==> src/rtl/iot_ram.sv <==
module iot_ram #(
	parameter int WIDTH = 16,
	parameter int DEPTH = 256
) (
	input  logic                     clk,
	input  logic                     we,
	input  logic [$clog2(DEPTH)-1:0] waddr,
	input  logic [WIDTH-1:0]         wdata,
	input  logic [$clog2(DEPTH)-1:0] raddr,
	output logic [WIDTH-1:0]         rdata
);

	logic [WIDTH-1:0] mem [DEPTH];

	// one write port, one registered read port
	always_ff @(posedge clk) begin
		if (we) begin
			mem[waddr] <= wdata;
		end
		rdata <= mem[raddr];
	end

endmodule

==> config.mk <==
export PLATFORM = sky130hd
export DESIGN_NAME = iot_ram
export DESIGN_NICKNAME = d
export VERILOG_FILES = /design/src/rtl/iot_ram.sv
export SDC_FILE = /design/constraint.sdc
export NUM_CORES = 2
export LEC_CHECK = 0
export ABC_CLOCK_PERIOD_IN_PS = 3390
export BUFFER_PORTS_ARGS = -buffer_cell sky130_fd_sc_hd__buf_2
export CORE_MARGIN = 4
export CORE_UTILIZATION = 50
export CTS_CLUSTER_DIAMETER = 150
export DETAILED_ROUTE_END_ITERATION = 12
export MAX_ROUTING_LAYER = met4
export PLACE_DENSITY = 0.65
export SETUP_SLACK_MARGIN = 0.3
export SYNTH_ARGS = -nofsm -noshare
export SYNTH_HDL_FRONTEND = slang
export SYNTH_SLANG_ARGS = --single-unit
==> constraint.sdc <==
create_clock -name clk -period 3.39 [get_ports clk]
set_input_delay 1.017 -clock clk [delete_from_list [all_inputs] [get_ports clk]]
set_output_delay 1.017 -clock clk [all_outputs]
set_load 0.01 [all_outputs]
==> flow_summary.ini <==
[logic_synthesis]
ys_warn_count = 0
syn_inst = 7360
yosysTopAreaCell = edfxtp_1
post_synth.cell_area_avg_um2 = 21.6
synth_area_leaders = edfxtp_1 77%, mux4_2 11%, mux2i_1 3.6%, o221ai_1 1.4%, nor2_1 0.72%
synth_cell_types = 52
ys_seq_elements = 4112
syn_area_mm2 = 0.159
yosysSeqAreaShare_pct = 77.7
syn_nets = 7394
synth_top_cell_area_share_pct = 77.5

[critical_path]
cpPeakStageDelay_ns = 0.42
cp.required_ns = 4.23
cp_common_cell = buf_4
cp_slowest_cell = a22oi_1
crit_type = input port to flip-flop
crit_buf_inv = 4
reg2reg_from = mem[183][11]$_DFFE_PP_
rr_worst_depth = 7
cp-end-kind = flip-flop
rrSetupSlack_ns = 0.63
critPathLaunchType = input port
cp.depth = 10
cp_top_family = buffers and inverters
cp_max_fo = 36
crit_arrival_ns = 3.95
path_cells = buf_8, buf_4, buf_12, mux4_2, mux2_2, a22oi_1, nand2_1, o32ai_1, buf_4, nor4_1
timing.rr.end = rdata[11]$_DFF_P_

[die]
rows = 206
die_y_um = 571
start_util_pct = 50.3
die_area_mm2 = 0.327
fp.dieW_um = 571
core_mm2 = 0.315
ios = 50

[power]
p_leak_nw = 60.0
peakVddDrop_mv = 0.446
powerDensity_mw_per_mm2 = 574
power_mw = 106

[sta]
rsz0062_at_grt = true
finalHoldViolCount = 0
worst_slew_pin_slew_ns = 0.890
holdWs_ns = 0.465
fin_crit_ns = 3.11
finalCritPeriodShare_pct = 91.9
slew_violations = 0
setup_violations = 0
slew_headroom_pct = 40.4
fin_skew_ns = 0.0825
fmax_mhz = 321

[finish]
drive_gt1_share_pct = 30.4
nets = 8447
fin_area_mm2 = 0.185
post-route-util_pct = 58.6
area_growth_pct = 16.5

[min_path]
worstHoldEndpoint = mem[65][7]$_DFFE_PP_
hp-class = input port to flip-flop
hold_depth = 1
min_from = wdata[7]

[clock_network]
root_buffer = clkbuf_16
htree_levels = 5
hold_buffers = 0
cts_tree = done
clock_latency_ns = 0.97
numClockSinks = 4112
path_clk_slew_ns = 0.06
clock_path_buffers = 4
cts_buffers = 411

[grt]
grt_overflow = 0
grt_max_degree = 115
grt_antenna_before_repair = 32
grt_first_pass_wirelength_mm = 599
grt_pass1_vias = 81000
track_usage_pct = 26.3

[route]
wire_per_inst_um = 32.3
wl_mm = 418
via_per_inst = 6.31
drtPass1Iterations = 6
drtIter0Drc = 10800
vias = 81500
antenna_left = 0
remaining_drc_errors = 0

[run_status]
outcome = completed

[place]
postPlaceCellArea_mm2 = 0.172
gp_congestion = 0.907
io_buffers = 49
dp_hpwl_mm = 266

[flow_run]
cap_violations = 0
[layer usage]
layer	up-vias	GRT usage, %	wire length (um)
met5	-	-	0
met4	0	8.39	14900
met3	687	5.44	39500
met2	4103	40.3	200000
met1	43300	36.0	164000
li1	33400	-	-
[where the power goes]
part           internal, mW  switching (mW)  leakage (nW)
Sequential             56.0          0.0879          36.9
Combinational          2.30            3.64          16.7
Clock                  24.9            19.1          6.32
[how the worst max path moves through the flow]
stage,end,slack (ns),startpoint
floorplan,mem[235][0]$_DFFE_PP_,0.21,waddr[3]
global placement,rdata[8]$_DFF_P_,-1.22,raddr[0]
detailed placement,rdata[8]$_DFF_P_,-1.18,raddr[0]
CTS,rdata[8]$_DFF_P_,0.07,raddr[0]
global route,rdata[15]$_DFF_P_,0.28,raddr[0]
finish,rdata[14]$_DFF_P_,0.28,raddr[1]
[cells in the mapped netlist, drive strengths merged]
| cell type | instances |
|---|---|
| nand4 | 26 |
| nand4b | 3 |
| nor3 | 92 |
| nand3 | 35 |
| inv | 4 |
| mux2i | 565 |
| clkbuf | 230 |
| buf | 222 |
| a22o | 32 |
| nor4 | 18 |
| a211oi | 18 |
| a22oi | 43 |
| dfxtp | 16 |
| and2 | 2 |
| edfxtp | 4096 |
| nand3b | 1 |
| a2111oi | 6 |
| o21ai | 38 |
| a31oi | 6 |
| o22ai | 148 |
| nand2b | 3 |
| o221ai | 253 |
| nor2 | 304 |
| nor4bb | 2 |
| a221oi | 28 |
| and3 | 11 |
| nand2 | 38 |
| or3 | 2 |
| a21oi | 175 |
| nor2b | 9 |
| nor3b | 1 |
| or3b | 1 |
| mux2 | 88 |
| mux4 | 797 |
| and4 | 2 |
| a21o | 2 |
| o31ai | 16 |
| o32ai | 21 |
| or4b | 1 |
| or2 | 5 |
[worst reg2reg max path, cell delays in order, from the launching register on]
cell      delay [ns]
edfxtp_1        0.37
mux4_2          0.51
mux4_2          0.61
a22o_1          0.36
buf_12          0.16
o32ai_2         0.31
buf_4           0.22
nor4_1          0.06
[logic make-up after synthesis]
logic type             after synthesis  synth area share (%)
AND/OR/NAND/NOR                    556                  1.57
AO/OA/AOI/OAI                      786                  3.54
multiplexers                      1450                  15.5
buffers and inverters              456                  1.69
flip-flops                        4112                  77.7
[placed cells by master, fill, tap and decap left out, drive strengths merged, types with 88 or more instances in the layout]
cell type / Yosys / final
edfxtp: 4096 / 4096
buf: 222 / 1091
mux4: 797 / 797
mux2i: 565 / 565
clkbuf: 230 / 511
nor2: 304 / 304
o221ai: 253 / 253
clkinv: 0 / 183
a21oi: 175 / 175
o22ai: 148 / 148
nor3: 92 / 92
mux2: 88 / 88
[area by class of cell]
type	instances	area (um2)
fillers	22500	131000
flip-flops and latches	4112	123000
multi-input cells	2792	33200
clock buffers	510	10800
repair buffers	1092	10000
well taps	4160	5200
clock inverters	239	2280
diodes	19	47.5
inverters	4	27.5
[sequential cells by signal (all words and copies together) (netlist names)]
signal,count
mem,4096
rdata,16
[per-stage QoR]
step	std cells	setup slack (ns)	TNS, ns
6_report	12900	0.275	0
3_5_place_dp	12200	-1.18	-12.72
2_1_floorplan	7360	0.208	0
5_1_grt	12900	0.279	0
4_1_cts	12900	0.0681	0
3_3_place_gp	12200	-1.22	-12.90
[what timing repair did]
item | CTS | global route
buffers inserted | 0 | 0
endpoints found under the setup margin | 9 | 14
pin swaps | 1 | 2
endpoints found under the hold margin | 0 | 0
gates resized for setup | 17 | 23
Note: power is estimated with default switching activity, not from simulation.
