File: config.mk
export PLATFORM = sky130hd
export DESIGN_NAME = iot_alu
export DESIGN_NICKNAME = d
export VERILOG_FILES = /design/src/rtl/iot_pkg.sv /design/src/rtl/iot_alu.sv
export SDC_FILE = /design/constraint.sdc
export NUM_CORES = 1
export LEC_CHECK = 0
export BUFFER_PORTS_ARGS = -buffer_cell sky130_fd_sc_hd__buf_2
export CAP_MARGIN = 25
export CORE_ASPECT_RATIO = 0.5
export CORE_UTILIZATION = 51
export DETAILED_ROUTE_END_ITERATION = 7
export PLACE_DENSITY = 0.85
export SLEW_MARGIN = 20
export SYNTH_ARGS = -nofsm -noshare
export SYNTH_HDL_FRONTEND = slang
export SYNTH_SLANG_ARGS = --single-unit
File: constraint.sdc
create_clock -name vclk -period 4.3
set_clock_uncertainty 0.15 [all_clocks]
set_input_delay 0.215 -clock vclk [all_inputs]
set_output_delay 0.215 -clock vclk [all_outputs]
set_load 0.03 [all_outputs]
File: src/rtl/iot_pkg.sv
package iot_pkg;

	// default number of stored offsets (instructions 1 to capacity)
	localparam int TABLE_ENTRIES_DEF = 256;

	// field widths
	localparam int ADDR_W   = 64;
	localparam int OFF_W    = 16;
	localparam int COUNT_W  = 9;
	localparam int KIND_W   = 2;
	localparam int STATUS_W = 2;
	localparam int CFG_IDX_W = 2;

	// request kinds
	localparam logic [KIND_W-1:0] KIND_WRITE = 2'd0;
	localparam logic [KIND_W-1:0] KIND_IDX_Q = 2'd1;
	localparam logic [KIND_W-1:0] KIND_ADR_Q = 2'd2;

	// result status codes
	localparam logic [STATUS_W-1:0] ST_OK      = 2'd0;
	localparam logic [STATUS_W-1:0] ST_INVALID = 2'd1;
	localparam logic [STATUS_W-1:0] ST_REJECT  = 2'd2;

	// configuration register indexes
	localparam logic [CFG_IDX_W-1:0] CFG_BASE  = 2'd0;
	localparam logic [CFG_IDX_W-1:0] CFG_SIZE  = 2'd1;
	localparam logic [CFG_IDX_W-1:0] CFG_COUNT = 2'd2;

	// shared adder operations
	typedef enum logic {
		ALU_ADD = 1'b0,
		ALU_SUB = 1'b1
	} alu_op_t;

	typedef struct packed {
		logic [ADDR_W-1:0] sum;
		logic              borrow;
	} alu_res_t;

	typedef struct packed {
		logic [KIND_W-1:0] kind;
		logic [OFF_W-1:0]  instr_index;
		logic [OFF_W-1:0]  offset_value;
		logic [ADDR_W-1:0] query_addr;
	} req_t;

	typedef struct packed {
		logic [STATUS_W-1:0] status;
		logic [OFF_W-1:0]    instr_offset;
		logic [ADDR_W-1:0]   instr_addr;
		logic [OFF_W-1:0]    instr_size;
	} res_t;

endpackage

File: src/rtl/iot_alu.sv
module iot_alu
	import iot_pkg::*;
(
	input  alu_op_t           op,
	input  logic [ADDR_W-1:0] a,
	input  logic [ADDR_W-1:0] b,
	output alu_res_t          res
);

	logic [ADDR_W:0]   full;
	logic [ADDR_W-1:0] b_in;

	// one 64-bit adder; subtract as a plus inverted b plus one
	always_comb begin
		b_in       = (op == ALU_SUB) ? ~b : b;
		full       = {1'b0, a} + {1'b0, b_in} + {{ADDR_W{1'b0}}, (op == ALU_SUB)};
		res.sum    = full[ADDR_W-1:0];
		res.borrow = (op == ALU_SUB) && !full[ADDR_W];
	end

endmodule

==> summary.md <==
| Metric | Value |
|---|---|
| Status | complete, no violations |
| VDD IR max | 0.0001737 V |
| DRC | 0 |
| Worst Hold Path EP | res[1] |
| Critical path's top delay family | compound AO/OA/AOI/OAI gates |
| Core ar. | a little over 0.008 mm² |
| Setup TNS | 0 ps |
| Area grow syn2layout | 21.83% |
| Total grt overflow | 0 |
| Vias in the first global route | between 4000 and 5000 |
| I/O Buffers | ~190 |
| Worst path max stage delay | 420 ps |
| Period utilization | approximately 92% |
| Synth Cell Area | approximately 0.0045 mm² |
| CP Cell Sequence | buf_6 -> buf_4 -> xor2_1 -> ha_1 -> nand3_1 -> o221a_2 -> o31ai_1 -> or3b_1 -> o211ai_2 -> o211ai_2 -> a41o_4 -> a31o_4 -> a311oi_2 -> buf_2 |
| Final WL | 13.03 mm |
| Post-synthesis net count | roughly 840 |
| Synth Warn # | 0 |
| Crit start category | input pin |
| Register area share after synthesis | 0% |
| Worst slack at placement | 237.4 ps |
| RSZ-0062 raised after global routing | no |
| CP Capture Type | output pin |
| Via count | 5367 |
| Hpwl dp | 10.88 mm |
| Placer Congestion | between 0.9 and 1 |
| Kind of critical path | in2out |
| Number of primary I/O pins | about 190 |
| WP data required | ~4000 ps |
| Leakage | between 2 and 3 nW |
| Bufs and invs on worst path | 3 |
| Most used cell, CP | o211ai_2 |
| Final nets | ~1000 |
| DR iter-0 viols | roughly 420 |
| Fin util | approximately two thirds |
| Clock buffer count | 0 |
| Final period demand of the worst path | 3971 ps |
| Initial antenna violation count | 0 |
| WHS Path Cells | 3 |
| PwrDens | between 300 and 400 mW/mm² |
| Global-route wire length before repair | between 20 and 25 mm |
| Antenna Cells | 0 |
| Setup slack after layout | about 330 ps |
| Pre-Repair DR Iteration Count | 5 |
| Max-slew violations | 0 |
| Via/cell ratio | about 5.8 |
| WP data arrival | 3610 ps |
| Pin count of the biggest net entering global routing | 29 |
| Final ANT Viol Nets | 0 |
| Actual slew at the worst max-slew pin | roughly 670 ps |
| DIE WIDTH | roughly 130 µm |
| Wire length per cell | between 10 and 15 µm |
| Mean Syn Cell Area | 6.892 µm² |
| Setup violators final | 0 |
| Reg area | 0 µm² |
| Hold Buf Count CTS | 0 |
| Full die area | slightly above 0.009 mm² |
| Die Height | around 70 µm |
| Hold Crit Start | a[0] |
| Slew headroom | between 50% and 60% |
| Share of layout cells above drive strength 1 | approximately a quarter |
| Fmax | 0.2518 GHz |
| Post-CTS setup buffers | 0 |
| Placed cell count | roughly 920 |
| Synth Instances | between 600 and 700 |
| GRT Total Usage | 26.95% |
| Std-Cell Rows | 23 |
| Slowest CP cell | or3b_1 |
| Hold Slack | between 500 and 600 ps |
| CP max FO | 25 |
| Min-delay worst type | in2out |
| FFs & Latches | 0 |
| Non-Filler Instances | 922 |
| Yosys cell types | 59 |
| Initial Util | between 50% and 60% |
| Max-Cap Viols | 0 |
| Hold Fails Final Rpt | 0 |
## worst max path at each step
stage | from | endpoint | slack (ps) | depth (start not counted)
final | op | res[60] | 330 | 14
after floorplan | op | res[60] | 170 | 14
after detailed placement | op | res[60] | 240 | 14
after CTS | op | res[60] | 230 | 14
after global routing | op | res[53] | 90 | 14
after global placement | op | res[52] | 320 | 13
## synthesized netlist by cell type (2+ instances only)
cell type  number  share of area, %
o21a_1          8               1.3
buf_2          12               1.3
or3_1           2              0.28
o211a_1         3              0.67
and3_1          9               1.3
nand4_1        20               2.8
a21o_1         33               5.5
inv_1          22               1.8
o21ai_0        39               4.4
a31oi_1        10               1.4
nand2b_1        3              0.42
a211o_1         2              0.39
buf_1           4              0.33
nor3_1         12               1.3
clkbuf_1       19               1.6
a311oi_1        5              0.98
a211oi_1        6               1.0
o211ai_2        2              0.56
and2_1          3              0.42
o221ai_1        2              0.39
o41ai_1         2              0.39
a21oi_1        77               8.6
o21bai_1       18               3.0
xor2_1         87                17
o21ai_1         3              0.33
nor4_1          3              0.42
nor2b_1         3              0.42
o31ai_1         2              0.33
nand3_1        20               2.2
ha_1           63                18
or2_2           5              0.70
o211ai_1        3              0.50
a221oi_1        2              0.39
xnor2_1        35               6.8
nand2_1        52               4.4
nor2_1         37               3.1
## report_power, final
part	total [mW]	switching, mW	leakage (nW)	internal [mW]
registers	0	0	0	0
clock network	0	0	0	0
logic	1.69	1.10	2.78	0.586
## cell type report
type,instances,area (µm²)
Multi-Input combinational cell,592,4248
Fill cell,767,2793
Timing Repair Buffer,196,996.0
Tap cell,112,140.1
Inverter,22,82.58
## repair_timing
item / CTS / global route
endpoints found under the hold margin: 0 / 0
resized for setup: 0 / 3
setup endpoints to repair: 0 / 2
## through the flow
stage,instance area [µm²],power (mW)
after floorplan,4492,1.249
final,5466,1.690
after global routing,5466,1.825
after global placement,5455,1.658
after CTS,5455,1.676
after detailed placement,5455,1.668
## routing by layer
| layer | track usage, % | share of wire (%) | vias to the layer above |
|---|---|---|---|
| met2 | 49.23 | 46 | 219 |
| met3 | 0.9630 | 6.6 | 16 |
| met4 | 4.354 | 1.1 | 0 |
| met5 | 0 | 0 | - |
| li1 | - | - | 2695 |
| met1 | 36.27 | 46 | 2437 |
## layout by cell type (no fill, tap or decap), types with 8 or more instances in the layout
cell type	Yosys	routed
o21bai_1	18	18
and3_1	9	9
a21o_1	33	33
nor2_1	37	37
nor3_1	12	12
nand2_1	52	52
inv_1	22	22
a21oi_1	77	77
ha_1	63	63
xnor2_1	35	35
nand3_1	20	20
xor2_1	87	87
o21a_1	8	8
nand4_1	20	20
buf_2	12	193
o21ai_0	39	39
a31oi_1	10	10
## kinds of logic (layout without fill, tap and decap cells)
family          count (synthesis)  after routing  share of synthesized area [%]
xor+xnor                      122            122                          23.81
fa+ha+maj                      64             64                          18.01
compound gates                232            232                          33.97
simple gates                  173            173                          18.46
buf+inv                        59            218                          5.522
mux                             1              1                         0.2231
(Power assumes the default switching activity.)
